<file path="src/sv/rdp_pkg.sv">
`timescale 1ns / 1ps
// ----------------------------------------------------------------------------
// rdp_pkg
// Shared constants, control structs and the digit alphabet for the radix
// digit converter with palindrome flag.
// ----------------------------------------------------------------------------
package rdp_pkg;

  // Port field widths
  localparam int VALUE_W = 32;
  localparam int DIGIT_W = 5;
  localparam int CHAR_W  = 7;
  localparam int BASE_W  = 5;

  // Number of low input bits taken into the conversion (at most VALUE_W)
  localparam int VALUE_BITS = 32;

  // Digit store
  localparam int STORE_DEPTH = 32;
  localparam int ADDR_BITS   = $clog2(STORE_DEPTH);
  localparam int COUNT_BITS  = $clog2(STORE_DEPTH + 1);

  // Divider: DIV_BITS dividend bits retired per cycle
  localparam int DIV_BITS   = 8;
  localparam int DIV_CYCLES = (VALUE_BITS + DIV_BITS - 1) / DIV_BITS;
  localparam int WORK_BITS  = DIV_CYCLES * DIV_BITS;
  localparam int STEP_BITS  = $clog2(DIV_CYCLES + 1);

  // Radix limits
  localparam logic [BASE_W-1:0] BASE_MIN   = BASE_W'(2);
  localparam logic [BASE_W-1:0] BASE_MAX   = BASE_W'(20);
  localparam logic [BASE_W-1:0] BASE_RESET = BASE_W'(10);

  // Alphabet "0123456789ABCDEFGHIJK"
  localparam logic [CHAR_W-1:0] CHAR_ZERO    = CHAR_W'(48);
  localparam logic [CHAR_W-1:0] CHAR_A_SHIFT = CHAR_W'(55);
  localparam logic [CHAR_W-1:0] CHAR_LAST    = CHAR_W'(75);

  typedef struct packed {
    logic load;
    logic div_step;
    logic store;
    logic cmp_check;
    logic i_clear;
    logic emit_load;
  } ctrl_cmd_t;

  typedef struct packed {
    logic div_last;
    logic conv_done;
    logic cmp_done;
    logic emit_last;
    logic out_free;
  } ctrl_status_t;

  function automatic logic [CHAR_W-1:0] digit_char(input logic [DIGIT_W-1:0] d);
    logic [CHAR_W-1:0] c;
    if (d < DIGIT_W'(10)) begin
      c = CHAR_ZERO + CHAR_W'(d);
    end else if (d < DIGIT_W'(20)) begin
      c = CHAR_A_SHIFT + CHAR_W'(d);
    end else begin
      c = CHAR_LAST;
    end
    return c;
  endfunction

endpackage

</file>
<file path="src/sv/rdp_if.sv">
`timescale 1ns / 1ps
// ----------------------------------------------------------------------------
// rdp_if
// Valid/ready channels: input values and output digits.
// ----------------------------------------------------------------------------
interface rdp_value_if;
  logic                        valid;
  logic                        ready;
  logic [rdp_pkg::VALUE_W-1:0] value;

  modport source (output valid, output value, input ready);
  modport sink   (input valid, input value, output ready);
endinterface

interface rdp_digit_if;
  logic                        valid;
  logic                        ready;
  logic [rdp_pkg::DIGIT_W-1:0] digit;
  logic [rdp_pkg::CHAR_W-1:0]  digit_char;
  logic                        last_digit;
  logic                        is_palindrome;

  modport source (output valid, output digit, output digit_char, output last_digit,
                  output is_palindrome, input ready);
  modport sink   (input valid, input digit, input digit_char, input last_digit,
                  input is_palindrome, output ready);
endinterface

</file>
<file path="src/sv/rdp_ram.sv">
`timescale 1ns / 1ps
// ----------------------------------------------------------------------------
// rdp_ram
// Generic RAM: one write port, two read ports with registered data.
// ----------------------------------------------------------------------------
module rdp_ram #(
  parameter int WIDTH = 8,
  parameter int DEPTH = 32
) (
  input  logic                     clk,
  input  logic                     we,
  input  logic [$clog2(DEPTH)-1:0] waddr,
  input  logic [WIDTH-1:0]         wdata,
  input  logic [$clog2(DEPTH)-1:0] raddr_a,
  input  logic [$clog2(DEPTH)-1:0] raddr_b,
  output logic [WIDTH-1:0]         rdata_a,
  output logic [WIDTH-1:0]         rdata_b
);

  logic [WIDTH-1:0] mem [DEPTH];

  always_ff @(posedge clk) begin
    if (we) begin
      mem[waddr] <= wdata;
    end
    rdata_a <= mem[raddr_a];
    rdata_b <= mem[raddr_b];
  end

endmodule

</file>
<file path="src/sv/rdp_ctrl.sv">
`timescale 1ns / 1ps
// ----------------------------------------------------------------------------
// rdp_ctrl
// Sequencer: convert digit by digit, check symmetry, then emit digits.
// ----------------------------------------------------------------------------
module rdp_ctrl (
  input  logic                  clk,
  input  logic                  rst,
  input  logic                  in_valid,
  output logic                  in_ready,
  input  rdp_pkg::ctrl_status_t status,
  output rdp_pkg::ctrl_cmd_t    cmd
);

  typedef enum logic [2:0] {
    S_IDLE,
    S_DIV,
    S_STORE,
    S_CMP_RD,
    S_CMP_CHK,
    S_EMIT_RD,
    S_EMIT_LD
  } state_t;

  state_t state;
  state_t state_next;

  always_comb begin
    cmd        = '0;
    in_ready   = 1'b0;
    state_next = state;
    case (state)
      S_IDLE: begin
        in_ready = 1'b1;
        if (in_valid) begin
          cmd.load   = 1'b1;
          state_next = S_DIV;
        end
      end
      S_DIV: begin
        cmd.div_step = 1'b1;
        if (status.div_last) begin
          state_next = S_STORE;
        end
      end
      S_STORE: begin
        cmd.store  = 1'b1;
        state_next = status.conv_done ? S_CMP_RD : S_DIV;
      end
      S_CMP_RD: begin
        if (status.cmp_done) begin
          cmd.i_clear = 1'b1;
          state_next  = S_EMIT_RD;
        end else begin
          state_next = S_CMP_CHK;
        end
      end
      S_CMP_CHK: begin
        cmd.cmp_check = 1'b1;
        state_next    = S_CMP_RD;
      end
      S_EMIT_RD: begin
        state_next = S_EMIT_LD;
      end
      S_EMIT_LD: begin
        if (status.out_free) begin
          cmd.emit_load = 1'b1;
          state_next    = status.emit_last ? S_IDLE : S_EMIT_RD;
        end
      end
      default: begin
        state_next = S_IDLE;
      end
    endcase
  end

  always_ff @(posedge clk) begin
    if (rst) begin
      state <= S_IDLE;
    end else begin
      state <= state_next;
    end
  end

endmodule

</file>
<file path="src/sv/rdp_dp.sv">
`timescale 1ns / 1ps
// ----------------------------------------------------------------------------
// rdp_dp
// Datapath: radix register, narrow-divisor long divider, digit store,
// symmetry check and output register.
// ----------------------------------------------------------------------------
module rdp_dp (
  input  logic                          clk,
  input  logic                          rst,
  input  logic                          cfg_we,
  input  logic [rdp_pkg::BASE_W-1:0]    cfg_data,
  input  logic [rdp_pkg::VALUE_W-1:0]   in_value,
  input  rdp_pkg::ctrl_cmd_t            cmd,
  output rdp_pkg::ctrl_status_t         status,
  output logic                          out_valid,
  input  logic                          out_ready,
  output logic [rdp_pkg::DIGIT_W-1:0]   out_digit,
  output logic [rdp_pkg::CHAR_W-1:0]    out_char,
  output logic                          out_last,
  output logic                          out_pal
);

  logic [rdp_pkg::BASE_W-1:0]     base;
  logic [rdp_pkg::BASE_W-1:0]     base_eff;
  logic [rdp_pkg::WORK_BITS-1:0]  q;
  logic [rdp_pkg::WORK_BITS-1:0]  q_next;
  logic [rdp_pkg::DIGIT_W-1:0]    r;
  logic [rdp_pkg::DIGIT_W-1:0]    r_next;
  logic [rdp_pkg::STEP_BITS-1:0]  step;
  logic [rdp_pkg::COUNT_BITS-1:0] count;
  logic [rdp_pkg::COUNT_BITS-1:0] i;
  logic [rdp_pkg::COUNT_BITS-1:0] mirror;
  logic                           pal;
  logic [rdp_pkg::DIGIT_W-1:0]    rd_a;
  logic [rdp_pkg::DIGIT_W-1:0]    rd_b;

  always_comb begin
    if (base < rdp_pkg::BASE_MIN) begin
      base_eff = rdp_pkg::BASE_MIN;
    end else if (base > rdp_pkg::BASE_MAX) begin
      base_eff = rdp_pkg::BASE_MAX;
    end else begin
      base_eff = base;
    end
  end

  // DIV_BITS restoring steps per cycle; remainder stays below base
  always_comb begin
    logic [rdp_pkg::DIGIT_W:0]    rr;
    logic [rdp_pkg::DIV_BITS-1:0] top;
    logic [rdp_pkg::DIV_BITS-1:0] qb;
    rr  = {1'b0, r};
    top = q[rdp_pkg::WORK_BITS-1 -: rdp_pkg::DIV_BITS];
    qb  = '0;
    for (int k = rdp_pkg::DIV_BITS - 1; k >= 0; k--) begin
      rr = {rr[rdp_pkg::DIGIT_W-1:0], top[k]};
      if (rr >= {1'b0, base_eff}) begin
        rr    = rr - {1'b0, base_eff};
        qb[k] = 1'b1;
      end
    end
    r_next = rr[rdp_pkg::DIGIT_W-1:0];
    if (rdp_pkg::WORK_BITS > rdp_pkg::DIV_BITS) begin
      q_next = {q[rdp_pkg::WORK_BITS-rdp_pkg::DIV_BITS-1:0], qb} ;
    end else begin
      q_next = rdp_pkg::WORK_BITS'(qb);
    end
  end

  assign mirror = count - rdp_pkg::COUNT_BITS'(1) - i;

  rdp_ram #(
    .WIDTH (rdp_pkg::DIGIT_W),
    .DEPTH (rdp_pkg::STORE_DEPTH)
  ) u_store (
    .clk     (clk),
    .we      (cmd.store),
    .waddr   (count[rdp_pkg::ADDR_BITS-1:0]),
    .wdata   (r),
    .raddr_a (i[rdp_pkg::ADDR_BITS-1:0]),
    .raddr_b (mirror[rdp_pkg::ADDR_BITS-1:0]),
    .rdata_a (rd_a),
    .rdata_b (rd_b)
  );

  assign status.div_last  = (step == rdp_pkg::STEP_BITS'(rdp_pkg::DIV_CYCLES - 1));
  assign status.conv_done = (q == '0) ||
                            (count == rdp_pkg::COUNT_BITS'(rdp_pkg::STORE_DEPTH - 1));
  assign status.cmp_done  = (i >= (count >> 1));
  assign status.emit_last = (i == count - rdp_pkg::COUNT_BITS'(1));
  assign status.out_free  = !out_valid || out_ready;

  // Payload registers
  always_ff @(posedge clk) begin
    if (cmd.load) begin
      q <= rdp_pkg::WORK_BITS'(in_value[rdp_pkg::VALUE_BITS-1:0]);
      r <= '0;
    end else if (cmd.div_step) begin
      q <= q_next;
      r <= r_next;
    end else if (cmd.store) begin
      r <= '0;
    end
    if (cmd.emit_load) begin
      out_digit <= rd_b;
      out_char  <= rdp_pkg::digit_char(rd_b);
      out_last  <= status.emit_last;
      out_pal   <= status.emit_last && pal;
    end
  end

  // Control registers
  always_ff @(posedge clk) begin
    if (rst) begin
      base      <= rdp_pkg::BASE_RESET;
      step      <= '0;
      count     <= '0;
      i         <= '0;
      pal       <= 1'b1;
      out_valid <= 1'b0;
    end else begin
      if (cfg_we) begin
        base <= cfg_data;
      end
      if (cmd.load) begin
        step  <= '0;
        count <= '0;
        i     <= '0;
        pal   <= 1'b1;
      end else begin
        if (cmd.div_step) begin
          step <= step + rdp_pkg::STEP_BITS'(1);
        end
        if (cmd.store) begin
          step  <= '0;
          count <= count + rdp_pkg::COUNT_BITS'(1);
        end
        if (cmd.cmp_check) begin
          if (rd_a != rd_b) begin
            pal <= 1'b0;
          end
          i <= i + rdp_pkg::COUNT_BITS'(1);
        end
        if (cmd.i_clear) begin
          i <= '0;
        end
        if (cmd.emit_load) begin
          i <= i + rdp_pkg::COUNT_BITS'(1);
        end
      end
      if (cmd.emit_load) begin
        out_valid <= 1'b1;
      end else if (out_ready) begin
        out_valid <= 1'b0;
      end
    end
  end

`ifndef SYNTHESIS
  a_count_bound: assert property (@(posedge clk) disable iff (rst)
    count <= rdp_pkg::COUNT_BITS'(rdp_pkg::STORE_DEPTH))
    else $error("digit count beyond store depth");

  a_digit_below_base: assert property (@(posedge clk) disable iff (rst)
    cmd.store |-> (r < base_eff))
    else $error("stored digit not below radix");

  a_no_overwrite: assert property (@(posedge clk) disable iff (rst)
    cmd.emit_load |-> (!out_valid || out_ready))
    else $error("output register loaded while holding a transaction");

  a_pal_on_last: assert property (@(posedge clk) disable iff (rst)
    (out_valid && out_pal) |-> out_last)
    else $error("palindrome flag on a digit other than the last");
`endif

endmodule

</file>
<file path="src/sv/radix_digits_palindrome_top.sv">
`timescale 1ns / 1ps
// ----------------------------------------------------------------------------
// radix_digits_palindrome_top
// Converts an unsigned value to base 2..20 digits, emits them most
// significant first with ASCII characters and a palindrome flag.
// ----------------------------------------------------------------------------
// One value is converted at a time. Each digit comes from the long divider,
// which retires 8 dividend bits a cycle against the radix, and is then
// written to the digit store; the symmetry check then runs over the two read
// ports of the digit store, and each digit is emitted through the store's
// registered read, waiting while the output register holds an untaken digit.
// values is ready again once the last digit sits in the output register. A
// zero value gives the single digit 0 flagged as a palindrome. The radix is
// to be written through cfg_we/cfg_data only while idle, which the block
// itself does not enforce (reset 10); 0 and 1 act as 2, 21 and up act as 20.
module radix_digits_palindrome_top (
  input  logic                       clk,
  input  logic                       rst,
  input  logic                       cfg_we,
  input  logic [rdp_pkg::BASE_W-1:0] cfg_data,
  rdp_value_if.sink                  values,
  rdp_digit_if.source                digits
);

  rdp_pkg::ctrl_cmd_t    cmd;
  rdp_pkg::ctrl_status_t status;

  rdp_ctrl u_ctrl (
    .clk      (clk),
    .rst      (rst),
    .in_valid (values.valid),
    .in_ready (values.ready),
    .status   (status),
    .cmd      (cmd)
  );

  rdp_dp u_dp (
    .clk       (clk),
    .rst       (rst),
    .cfg_we    (cfg_we),
    .cfg_data  (cfg_data),
    .in_value  (values.value),
    .cmd       (cmd),
    .status    (status),
    .out_valid (digits.valid),
    .out_ready (digits.ready),
    .out_digit (digits.digit),
    .out_char  (digits.digit_char),
    .out_last  (digits.last_digit),
    .out_pal   (digits.is_palindrome)
  );

endmodule
</file>
<file path="src/flat_wrapper.sv">
// flat-port wrapper written by rule: the top's interface ports become plain ports
module radix_digits_palindrome_top_flat 
  (clk, rst, cfg_we, cfg_data, values_valid, values_value, values_ready, digits_valid, digits_digit, digits_digit_char, digits_last_digit, digits_is_palindrome, digits_ready);
  rdp_value_if values_i ();
  rdp_digit_if digits_i ();
  input  logic clk;
  input  logic rst;
  input  logic cfg_we;
  input  logic [rdp_pkg::BASE_W-1:0] cfg_data;
  input wire logic [$bits(values_i.valid)-1:0] values_valid;
  input wire logic [$bits(values_i.value)-1:0] values_value;
  output wire logic [$bits(values_i.ready)-1:0] values_ready;
  output wire logic [$bits(digits_i.valid)-1:0] digits_valid;
  output wire logic [$bits(digits_i.digit)-1:0] digits_digit;
  output wire logic [$bits(digits_i.digit_char)-1:0] digits_digit_char;
  output wire logic [$bits(digits_i.last_digit)-1:0] digits_last_digit;
  output wire logic [$bits(digits_i.is_palindrome)-1:0] digits_is_palindrome;
  input wire logic [$bits(digits_i.ready)-1:0] digits_ready;
  assign values_i.valid = values_valid;
  assign values_i.value = values_value;
  assign values_ready = values_i.ready;
  assign digits_valid = digits_i.valid;
  assign digits_digit = digits_i.digit;
  assign digits_digit_char = digits_i.digit_char;
  assign digits_last_digit = digits_i.last_digit;
  assign digits_is_palindrome = digits_i.is_palindrome;
  assign digits_i.ready = digits_ready;
  radix_digits_palindrome_top u_core (.clk(clk), .rst(rst), .cfg_we(cfg_we), .cfg_data(cfg_data), .values(values_i), .digits(digits_i));
endmodule
</file>
<file path="config.mk">
export PLATFORM = sky130hd
export DESIGN_NAME = radix_digits_palindrome_top_flat
export DESIGN_NICKNAME = d
export VERILOG_FILES = /design/src/sv/rdp_pkg.sv /design/src/sv/rdp_if.sv /design/src/sv/rdp_ram.sv /design/src/sv/rdp_ctrl.sv /design/src/sv/rdp_dp.sv /design/src/sv/radix_digits_palindrome_top.sv /design/src/flat_wrapper.sv
export SDC_FILE = /design/constraint.sdc
export NUM_CORES = 1
export LEC_CHECK = 0
export ABC_AREA = 1
export ABC_CLOCK_PERIOD_IN_PS = 14900
export BUFFER_PORTS_ARGS = -buffer_cell sky130_fd_sc_hd__buf_2
export CAP_MARGIN = 25
export CORE_MARGIN = 1.5
export CORE_UTILIZATION = 40
export DETAILED_ROUTE_END_ITERATION = 8
export HOLD_SLACK_MARGIN = 0.02
export SYNTH_ARGS = -nofsm -noshare
export SYNTH_HDL_FRONTEND = slang
export SYNTH_HIERARCHICAL = 1
export SYNTH_SLANG_ARGS = --single-unit
</file>
<file path="constraint.sdc">
create_clock -name clk -period 14.9 [get_ports clk]
set_input_delay 2.98 -clock clk [delete_from_list [all_inputs] [get_ports clk]]
set_output_delay 2.98 -clock clk [all_outputs]
set_load 0.01 [all_outputs]
</file>
=== Yosys cells after proc, flatten, opt, wreduce, memory -nomap -nowiden ===
Memory sizes are Yosys's and may differ from the RTL's. A register that Yosys moved wholly into a read port is not among the register bits.
Index checks and enable logic that the tools add are counted.

* Magnitude comparators: 13
* Multiplexer cells: 48
* Reductions and logical operators: 14
* Eq/ne operators: 13
* Add/sub/neg operators: 15

{| class="wikitable"
|+ Operator list
! kind !! count
|-
| two-way mux 32 bit || 2
|-
| two-way mux 5 bit || 12
|-
| greater-or-equal comparator 6 x 5 -> 1 bit || 9
|-
| subtractor 5 bit || 9
|-
| zero test 32 bit || 1
|-
| two-way mux 1 bit || 23
|-
| case mux 3 bit (7 select lines) || 1
|-
| two-way mux 6 bit || 3
|-
| adder 6 x 5 -> 7 bit (first input constant) || 2
|-
| two-way mux 7 bit || 2
|-
| adder 6 x 1 -> 6 bit (second input constant) || 2
|-
| two-way mux 3 bit || 4
|-
| == test 3 x 2 -> 1 bit (second input constant) || 3
|-
| == test 3 bit (second input constant) || 3
|-
| == test 6 x 5 -> 1 bit (second input constant) || 1
|-
| == test 6 bit || 1
|-
| nonzero test 2 bit || 3
|-
| subtractor 6 x 1 -> 6 bit (second input constant) || 1
|-
| > comparator 5 bit (second input constant) || 1
|-
| < comparator 5 x 2 -> 1 bit (second input constant) || 1
|-
| < comparator 5 x 4 -> 1 bit (second input constant) || 1
|-
| < comparator 5 bit (second input constant) || 1
|-
| inequality test 5 bit || 1
|-
| inequality test 2 x 1 -> 1 bit (second input constant) || 2
|-
| 13 further kinds || 14
|}

* Memories: 1
* Memory bits (writable): 160
* Output and inout bits: 16
* Logic and storage cells: 117
* Input bits: 42
* Flip-flop bits (word level): 76

{| class="wikitable"
|+ Memories
! name !! depth !! bits a word !! read ports !! clocked after memory_dff !! wr ports !! RTL line !! source
|-
| u_core.u_dp.u_store.mem || 32 || 5 || 2 || 2 || 1 || rdp_ram.sv:20 || <nowiki>logic [WIDTH-1:0] mem [DEPTH];</nowiki>
|}

=== Longest topological paths before layout ===
Gate-level depths: netlist of run 1.

* Word-level depth: 21
* Gate-level depth with buffers: 86
* Mapped depth without buffers: 86

=== By module ===
The synthesis of run 1 kept the hierarchy.

{| class="wikitable"
|+ By module, submodules not included
! module !! sequential area each (um^2) !! instances !! area an instance (um^2) !! cells each
|-
| rdp_ram || 5004.8 || 1 || 8592.0 || 981
|-
| rdp_dp || 1921.8 || 1 || 5789.3 || 748
|-
| rdp_ctrl || 60.1 || 1 || 275.3 || 46
|}

=== Worst setup path after synthesis of run 1 ===
OpenSTA, ideal clock, no wires.

* Kind: register -> register
* From: reg u_core/u_dp/base[4] (netlist bit)
* To: reg u_core/u_dp/r[3] (netlist bit)
* Cell stages (with the launch flop): 82
* Setup time: 0.132 ns
* Data required time: 14.768 ns
* Data arrival time: 11.464 ns
* Slack: 3.304 ns
* Clock period less this slack: 11.596 ns
* Buffers on the path: 0
* Path through: dfxtp_1 -> inv_1 -> a31oi_1 -> o21ai_0 -> inv_1 -> nor3_1 -> ha_1 -> inv_1 -> fa_1 -> inv_1 -> nand2_1 -> inv_1 -> nor2_2 -> nor2_4 -> nand2_1 -> o21ai_0 -> inv_1 -> ha_1 -> [... 46 more ...] -> a211oi_1 -> o21ai_0 -> a21oi_1 -> inv_1 -> nor2_2 -> nand3_1 -> nand2_1 -> inv_1 -> ha_1 -> nand2_1 -> o21ai_0 -> nand2_1 -> nand2_1 -> inv_1 -> nand3_4 -> nand2_1 -> nand3_1 -> a21oi_1

* Cells in the longest elaborated chain, start to end: 20
* Elaborated cells on any way between the ends: 29
* Classes of those cells: add/sub: 8; order compare: 10; mux: 11

{| class="wikitable"
|+ RTL lines
! item !! RTL line !! source
|-
| start: declaration || rdp_dp.sv:23 || <nowiki>logic [rdp_pkg::BASE_W-1:0] base;</nowiki>
|-
| start signal: assignment || rdp_dp.sv:115 || <nowiki>base <= rdp_pkg::BASE_RESET;</nowiki>
|-
| start signal: assignment || rdp_dp.sv:123 || <nowiki>base <= cfg_data;</nowiki>
|-
| > comparator 5 bit || rdp_dp.sv:40 || <nowiki>end else if (base > rdp_pkg::BASE_MAX) begin</nowiki>
|-
| two-way mux 5 bit || rdp_dp.sv:40 ||
|-
| two-way mux 5 bit (*) || rdp_dp.sv:38 || <nowiki>if (base < rdp_pkg::BASE_MIN) begin</nowiki>
|-
| subtractor 5 bit or greater-or-equal comparator 6 x 5 -> 1 bit (tied branches) || rdp_dp.sv:58, rdp_dp.sv:57 ||
|-
| two-way mux 5 bit || rdp_dp.sv:57 || <nowiki>if (rr >= {1'b0, base_eff}) begin</nowiki>
|-
| subtractor 5 bit or greater-or-equal comparator 6 x 5 -> 1 bit (tied branches) || rdp_dp.sv:58, rdp_dp.sv:57 ||
|-
| two-way mux 5 bit || rdp_dp.sv:57 ||
|-
| subtractor 5 bit or greater-or-equal comparator 6 x 5 -> 1 bit (tied branches) || rdp_dp.sv:58, rdp_dp.sv:57 ||
|-
| [... 4 more ...] || n/a ||
|-
| two-way mux 5 bit || rdp_dp.sv:57 ||
|-
| greater-or-equal comparator 6 x 5 -> 1 bit or subtractor 5 bit (tied branches) || rdp_dp.sv:57, rdp_dp.sv:58 ||
|-
| two-way mux 5 bit || rdp_dp.sv:57 ||
|-
| subtractor 5 bit or greater-or-equal comparator 6 x 5 -> 1 bit (tied branches) || rdp_dp.sv:58, rdp_dp.sv:57 ||
|-
| two-way mux 5 bit || rdp_dp.sv:57 ||
|-
| subtractor 5 bit or greater-or-equal comparator 6 x 5 -> 1 bit (tied branches) || rdp_dp.sv:58, rdp_dp.sv:57 ||
|-
| two-way mux 5 bit (*) || rdp_dp.sv:57 ||
|-
| two-way mux 5 bit (*) || rdp_dp.sv:98 || <nowiki>end else if (cmd.div_step) begin</nowiki>
|-
| end signal: assignment || rdp_dp.sv:100 || <nowiki>r <= r_next;</nowiki>
|-
| end: declaration || rdp_dp.sv:27 || <nowiki>logic [rdp_pkg::DIGIT_W-1:0] r;</nowiki>
|}

Every way passes the cells marked *; elsewhere a longest branch is shown, timed or not.
A chain may end at the register's enable or synchronous reset.

=== Worst setup path in the final report of run 1 ===
Same ends and word-level chain as after synthesis.

==> results.ini, run 1 <==
[grt]
grt_pass1_vias=11860
antenna_found_initial=0
grt_overflow=0
track_usage_pct=21.06
grt_pass1_wl_mm=63.81
grt_max_degree=81

[worst_setup_path]
rr_endpoint=u_core/u_dp/r[3]
end_kind=register
start_kind=register
regToRegSetupSlack_ns=1.94
worst_path_most_repeated_cell=nand2_1
critPathSlowestCell=fa_1
cp_data_required_time_ns=15.36
r2r_cells=82
endpoint=u_core/u_dp/r[3]
crit_type=reg -> reg
slowest_delay_ns=0.48
worstPathArrival_ns=13.42
cp_max_fo=10
crit_start=u_core/u_dp/base[4]
rr_startpoint=u_core/u_dp/base[4]

[clock_tree]
numCtsBuffers=28
cts_tree=done
cts.sinks=246
clockBufferDepth=3
path_clk_slew_ns=0.06
root_buffer=clkbuf_16
holdBufCountCts=0
h-tree-depth=1
post-cts-setup-buffer-count=0
clock_latency_ns=0.54
post_cts_resized=0

[route]
drt-total-wl_mm=40.46
viasPerCell=5.350
vias=12270
ant_nets=0
first_pass_iters=6
drc=0
drt-initial-drc-count=1089
wl_per_cell_um=17.64

[finish]
drive_gt1_share_pct=9.656
syn2layout_area_growth_pct=10.29
n_antenna_cell=0
utilization_pct=45.12
fin_nets=1917

[floorplanning]
core_mm2=0.03583
die_area_mm2=0.03780
fp.dieW_um=194.4
floorplan.initialDensity_pct=40.91
ios=58
rows=69
die_y_um=194.4

[place]
gp_congestion=0.8822
portBuffers=57
dp.final_hpwl_mm=26.45

[synth]
synth_area_mm2=0.01466
synthCells=1775
ys_seq_area_share_pct=47.67
synth_cell_types=48
yosys-top-cells-area=edfxtp_1, nand2_1, nand3_1, dfxtp_1, ha_1
yosys_warnings=6
synth_fp_nets=1881
synthSimpleGateAreaFrac_pct=33.86
synth_top_family_by_area=simple AND/OR/NAND/NOR gates
synthAdderAreaFrac_pct=5.925
synth_compound_area_share_pct=3.483
yosys.area.top_type=edfxtp_1
synth_seq_cells=246
synth_mux_area_share_pct=0
synth_top_area_share_pct=42.21
synthXorXnorAreaFrac_pct=2.331
avgSynthCellArea_um2=8.257

[sta]
clock.fmax_ghz=0.07719
setup_violations=0
tightest_slew_ns=0.9553
final_max_slew_viol_count=0
setup_tns_ns=0
timing.slew.headroom_pct=36.22
finalClockSkew_ns=0.008651
rsz0062_at_grt=false
post-route-period-util_pct=86.95
hold_viol_final=0
fin_crit_ns=12.96

[status]
outcome=complete, no violations

[run]
maxCapViolations=0

[min_path]
hold_path_class=reg -> reg

[cell usage after synthesis (all sizes together)]
| cell type | count |
|---|---|
| o21a | 2 |
| clkinv | 3 |
| a221oi | 1 |
| o31ai | 3 |
| nand3 | 314 |
| a211oi | 2 |
| dfxtp | 40 |
| a21boi | 2 |
| and2 | 1 |
| o211ai | 1 |
| a31oi | 9 |
| nand2 | 678 |
| nor4 | 9 |
| a311o | 1 |
| edfxtp | 206 |
| a21oi | 35 |
| nand3b | 2 |
| o21ai | 35 |
| ha | 55 |
| nor2b | 1 |
| o22ai | 1 |
| nor3 | 16 |
| nand4 | 10 |
| inv | 127 |
| or2 | 2 |
| xnor2 | 16 |
| clkbuf | 16 |
| fa | 9 |
| xor2 | 23 |
| buf | 55 |
| nor2 | 100 |
[routing by layer]
metal	up-vias	global-route usage, %	wire length (µm)
li1	5992	-	-
met1	5748	28.10	17340
met2	462	36.32	19690
met3	70	2.100	2536
met4	0	5.932	896
met5	-	0	0
[state kept, by name, indices dropped and copies added, names as in the netlist, 6 cells and up]
signal / count
u_core/u_dp/u_store/mem: 160
u_core/u_dp/q: 32
u_core/u_dp/out_char: 7
u_core/u_dp/count: 6
u_core/u_dp/i: 6
[cell families after synthesis]
logic type	after synthesis
flip-flops	246
XOR/XNOR	39
AND/OR/NAND/NOR	1133
adder cells (fa/ha/maj)	64
buffers and inverters	201
AO/OA/AOI/OAI	92
[final cells by class]
| class | instances | area [µm²] |
|---|---|---|
| inverter | 130 | 498.0 |
| tap | 461 | 576.8 |
| multi-input combinational | 1328 | 6685 |
| clock inverter | 16 | 197.7 |
| fill | 3506 | 19660 |
| clock buffer | 36 | 783.3 |
| timing repair buffer | 77 | 435.4 |
| sequential | 246 | 6988 |
[through the flow]
stage / cells / setup slack, ns / cell area (µm²) / hold WS (ns)
after floorplan: 1775 / 3.304 / 14660 / 0.4112
after global placement: 2242 / 2.626 / 15180 / 0.4288
after detailed placement: 2242 / 2.029 / 15180 / 0.4415
after CTS: 2294 / 2.015 / 16160 / 0.4556
after global routing: 2294 / 0.4959 / 16160 / 0.4797
final: 2294 / 1.944 / 16160 / 0.4507
[placed cells by master (no fill, tap or decap), types with 20 or more instances in the layout]
cell type  instances
a21oi_1           34
buf_2             57
buf_4             20
clkbuf_16         30
dfxtp_1           39
edfxtp_1         206
ha_1              55
inv_1            117
nand2_1          665
nand3_1          304
nor2_1            85
o21ai_0           34
xor2_1            23
[worst max-delay path: cells and delay by family, from the launching register on]
| kind | cells | cell delay (ns) |
|---|---|---|
| simple gates | 42 | 4.49 |
| fa+ha+maj | 9 | 3.25 |
| compound gates | 14 | 3.12 |
| buf+inv | 17 | 1.67 |
| flops | 1 | 0.30 |
[worst min path at each step]
stage	startpoint	cells past startpoint	to
CTS	u_core/u_dp/pal	2	u_core/u_dp/pal
detailed placement	u_core/u_dp/pal	2	u_core/u_dp/pal
global route	u_core/u_dp/pal	2	u_core/u_dp/pal
global placement	u_core/u_dp/pal	2	u_core/u_dp/pal
finish	u_core/u_dp/pal	2	u_core/u_dp/pal
floorplan	u_core/u_dp/pal	2	u_core/u_dp/pal
Power of run 1 is left out: the tool's default activity adds up to more than one toggle a clock period on the data nets, which glitch-free logic cannot reach.
==> inputs of run 2 (changes only) <==
--- a/config.mk
+++ b/config.mk
@@ -10,9 +10,10 @@
 export BUFFER_PORTS_ARGS = -buffer_cell sky130_fd_sc_hd__buf_2
 export CAP_MARGIN = 25
 export CORE_MARGIN = 1.5
-export CORE_UTILIZATION = 40
+export CORE_UTILIZATION = 63
 export DETAILED_ROUTE_END_ITERATION = 8
 export HOLD_SLACK_MARGIN = 0.02
+export PLACE_DENSITY = 0.81
 export SYNTH_ARGS = -nofsm -noshare
 export SYNTH_HDL_FRONTEND = slang
 export SYNTH_HIERARCHICAL = 1
==> results.ini, run 2 (synthesis gave the netlist of run 1 again) <==
[finish]
stdcell_area_mm2=0.01577
n_antenna_cell=0
layout_common_cells=nand2_1, nand3_1, edfxtp_1, inv_1, nor2_1
multi_input_area_mm2=0.006685
syn2layout_area_growth_pct=7.624
regMostFlops=u_core/u_dp/u_store/mem
largest_reg_flops=160
fill_cells=1794
drive_gt1_share_pct=9.200
layout_commonest_cell=nand2_1
seq_area_mm2=0.006988
fin_nets=1913
reg_top3=u_core/u_dp/u_store/mem x160, u_core/u_dp/q x32, u_core/u_dp/out_char x7

[clock_tree]
post-cts-setup-buffer-count=0
holdBufCountCts=0
cts_tree=done
clock_latency_ns=0.54
cts.sinks=246
numCtsBuffers=25
path_clk_slew_ns=0.07
post_cts_resized=0
h-tree-depth=1
root_buffer=clkbuf_16
clockBufferDepth=3

[place]
gp_congestion=0.9982
place_area_mm2=0.01496
dp.final_hpwl_mm=25.27
portBuffers=57

[worst_setup_path]
end_kind=register
crit_type=reg -> reg
worst_path_most_repeated_cell=nand2_1
cp_max_fo=10
rr_startpoint=u_core/u_dp/base[4]
worstPathArrival_ns=13.30
start_kind=register
crit_start=u_core/u_dp/base[4]
critPathSlowestCell=fa_1
cp_data_required_time_ns=15.30
slowest_delay_ns=0.47

[sta]
fin_crit_ns=12.90
timing.slew.headroom_pct=37.73
setup_violations=0
setup_tns_ns=0
finalClockSkew_ns=0.01800
clock.fmax_ghz=0.07754
post-route-period-util_pct=86.56
hold_viol_final=0
tightest_slew_ns=0.9330
final_max_slew_viol_count=0
rsz0062_at_grt=false

[min_path]
hp-start=u_core/u_dp/pal
hold_path_class=reg -> reg

[route]
drt-total-wl_mm=38.67
vias=12660
first_pass_iters=7
drc=0
drt-initial-drc-count=1318
ant_nets=0
viasPerCell=5.998
wl_per_cell_um=18.32

[grt]
antenna_found_initial=0
grt_max_degree=81
grt_overflow=0
grt_pass1_wl_mm=60.83
track_usage_pct=32.14
grt_pass1_vias=12050

[floorplanning]
die_y_um=155.5
floorplan.initialDensity_pct=64.54
fp.dieW_um=155.5
ios=58
rows=55
die_area_mm2=0.02419
core_mm2=0.02271

[status]
outcome=complete, no violations

[run]
maxCapViolations=0

## run 2: changes by cell type in the layout (fill, tap and decap cells not counted), moves of 2 or more
cell	before	now
bufinv_16	4	0
clkinv_1	4	6
clkinv_4	2	0
clkinvlp_4	3	0
clkbuf_8	1	4
clkbuf_16	30	27
## run 2: cell type report
type	instances	area share (%)
clock buffer	36	4.751
clock inverter	10	0.4363
inverter	130	3.157
multi-input combinational	1328	42.38
sequential	246	44.30
tap	285	2.261
timing repair buffer	76	2.713
## run 2: worst max-delay path: cells and delay by family, from the launching register on
family                   cells  cell delay [ns]
adder cells (fa/ha/maj)      9             3.22
flip-flops                   1             0.31
AND/OR/NAND/NOR             42             4.66
AO/OA/AOI/OAI               14             3.00
buffers and inverters       16             1.57
## run 2: path summary, 6_finish.rpt
kind | endpoint | slack, ns | cells after the start
max | u_core/u_dp/r[2] | 2.00 | 81
min reg2reg | u_core/u_dp/pal | 0.46 | 2
min | u_core/u_dp/pal | 0.46 | 2
max reg2reg | u_core/u_dp/r[2] | 2.00 | 81
## run 2: routing by layer
metal	track usage, %	part of all wire [%]
met1	40.62	38
met5	0	0
met2	54.04	48
met3	3.538	8.9
met4	18.32	5.5
## run 2: stage by stage
| stage | instances | hold slack, ns | utilization, % | worst slack (ns) |
|---|---|---|---|---|
| 4_1_cts | 2111 | 0.4619 | 69.46 | 2.157 |
| 5_1_grt | 2111 | 0.4746 | 69.46 | 0.5071 |
| 2_1_floorplan | 1775 | 0.4112 | - | 3.304 |
| 3_5_place_dp | 2065 | 0.4364 | 65.86 | 2.191 |
| 3_3_place_gp | 2064 | 0.4287 | 65.82 | 2.794 |
| 6_report | 2111 | 0.4585 | 69.46 | 2.003 |
Power of run 2 is left out for the same reason.
==> inputs of run 3 (changes only) <==
--- a/config.mk
+++ b/config.mk
@@ -13,6 +13,7 @@
 export CORE_UTILIZATION = 63
 export DETAILED_ROUTE_END_ITERATION = 8
 export HOLD_SLACK_MARGIN = 0.02
+export MAX_ROUTING_LAYER = met4
 export PLACE_DENSITY = 0.81
 export SYNTH_ARGS = -nofsm -noshare
 export SYNTH_HDL_FRONTEND = slang
==> results.ini, run 3 (synthesis gave the netlist of run 1 again) <==
[worst_setup_path]
regToRegSetupSlack_ns=1.93
cp_data_required_time_ns=15.31
worst_path_most_repeated_cell=nand2_1
cp_max_fo=10
slowest_delay_ns=0.48
worstPathArrival_ns=13.39
endpoint=u_core/u_dp/r[4]
rr_startpoint=u_core/u_dp/base[4]
r2r_cells=82
critPathSlowestCell=fa_1
start_kind=register
rr_endpoint=u_core/u_dp/r[4]
end_kind=register
crit_start=u_core/u_dp/base[4]
crit_type=reg -> reg

[route]
drc=0
vias=12820
viasPerCell=6.075
wl_per_cell_um=18.38
first_pass_iters=6
drt-initial-drc-count=1341
drt-total-wl_mm=38.80
ant_nets=0

[clock_tree]
h-tree-depth=1
holdBufCountCts=0
post_cts_resized=0
path_clk_slew_ns=0.06
post-cts-setup-buffer-count=0
root_buffer=clkbuf_16
numCtsBuffers=26
clock_latency_ns=0.54
clockBufferDepth=3
cts.sinks=246
cts_tree=done

[grt]
track_usage_pct=33.12
antenna_found_initial=0
grt_overflow=0
grt_pass1_wl_mm=61.05
grt_pass1_vias=12050
grt_max_degree=81

[finish]
layout_commonest_cell=nand2_1
n_antenna_cell=0
reg_top3=u_core/u_dp/u_store/mem x160, u_core/u_dp/q x32, u_core/u_dp/out_char x7
largest_reg_flops=160
fin_nets=1914
layout_common_cells=nand2_1, nand3_1, edfxtp_1, inv_1, nor2_1
drive_gt1_share_pct=9.255
regMostFlops=u_core/u_dp/u_store/mem
syn2layout_area_growth_pct=7.768

[status]
outcome=complete, no violations

[place]
dp.final_hpwl_mm=25.39
gp_congestion=0.9905
portBuffers=57
place_ws_ns=2.158

[run]
maxCapViolations=0

[sta]
final_max_slew_viol_count=0
setup_slack_ns=1.925
timing.slew.headroom_pct=36.55
setup_tns_ns=0
post-route-period-util_pct=87.08
finalClockSkew_ns=0.02260
fin_crit_ns=12.97
tightest_slew_ns=0.9485
clock.fmax_ghz=0.07707
setup_violations=0
rsz0062_at_grt=false
hold_viol_final=0
whs_ns=0.4463

[floorplanning]
core_mm2=0.02271
die_y_um=155.5
rows=55
die_area_mm2=0.02419
floorplan.initialDensity_pct=64.54
fp.dieW_um=155.5
ios=58

[min_path]
hp-start=u_core/u_dp/pal
hold_path_class=reg -> reg

-- run 3: changes by cell type in the layout (fill, tap and decap cells not counted), moves of 2 or more --
| cell | previous run | this run |
|---|---|---|
| clkinvlp_4 | 0 | 3 |
| clkbuf_8 | 4 | 0 |
| bufinv_16 | 0 | 3 |
| clkinv_1 | 6 | 4 |
-- run 3: how the worst min path moves through the flow --
stage,end,depth (start not counted),slack (ns)
floorplan,u_core/u_dp/pal,2,0.41
global placement,u_core/u_dp/pal,2,0.43
detailed placement,u_core/u_dp/pal,2,0.43
CTS,u_core/u_dp/pal,2,0.45
global route,u_core/u_dp/step[2],2,0.48
finish,u_core/u_dp/pal,2,0.45
-- run 3: metal layers --
layer  GRT usage, %  up-vias  share of wire (%)
met5              -        -                  0
met1          40.95     5919                 38
met2          55.89      763                 49
li1               -     5996                  -
met4          14.60        0                4.4
met3          2.925      146                9.1
-- run 3: stage by stage --
step           util, %  instance area (µm²)  std cells
2_1_floorplan        -                14660       1775
3_3_place_gp     65.79                14940       2063
3_5_place_dp     65.82                14950       2064
4_1_cts          69.52                15790       2110
5_1_grt          69.55                15800       2111
6_report         69.55                15800       2111
-- run 3: cell type report --
type,instances,area [µm²]
Multi-Input combinational cell,1328,6685
Clock buffer,32,673.1
Sequential cell,246,6988
Clock inverter,14,166.4
Timing Repair Buffer,76,427.9
Tap cell,285,356.6
Fill cell,1799,6914
Inverter,130,498.0
-- run 3: worst max-delay path: cells and delay by family, from the launching register on --
kind	cells	cell delay [ns]
and+or+nand+nor	43	4.60
adders and majority gates	9	3.24
AOI/OAI and AO/OA	13	3.03
buffers and inverters	17	1.64
DFF	1	0.31
Power of run 3 is left out for the same reason.
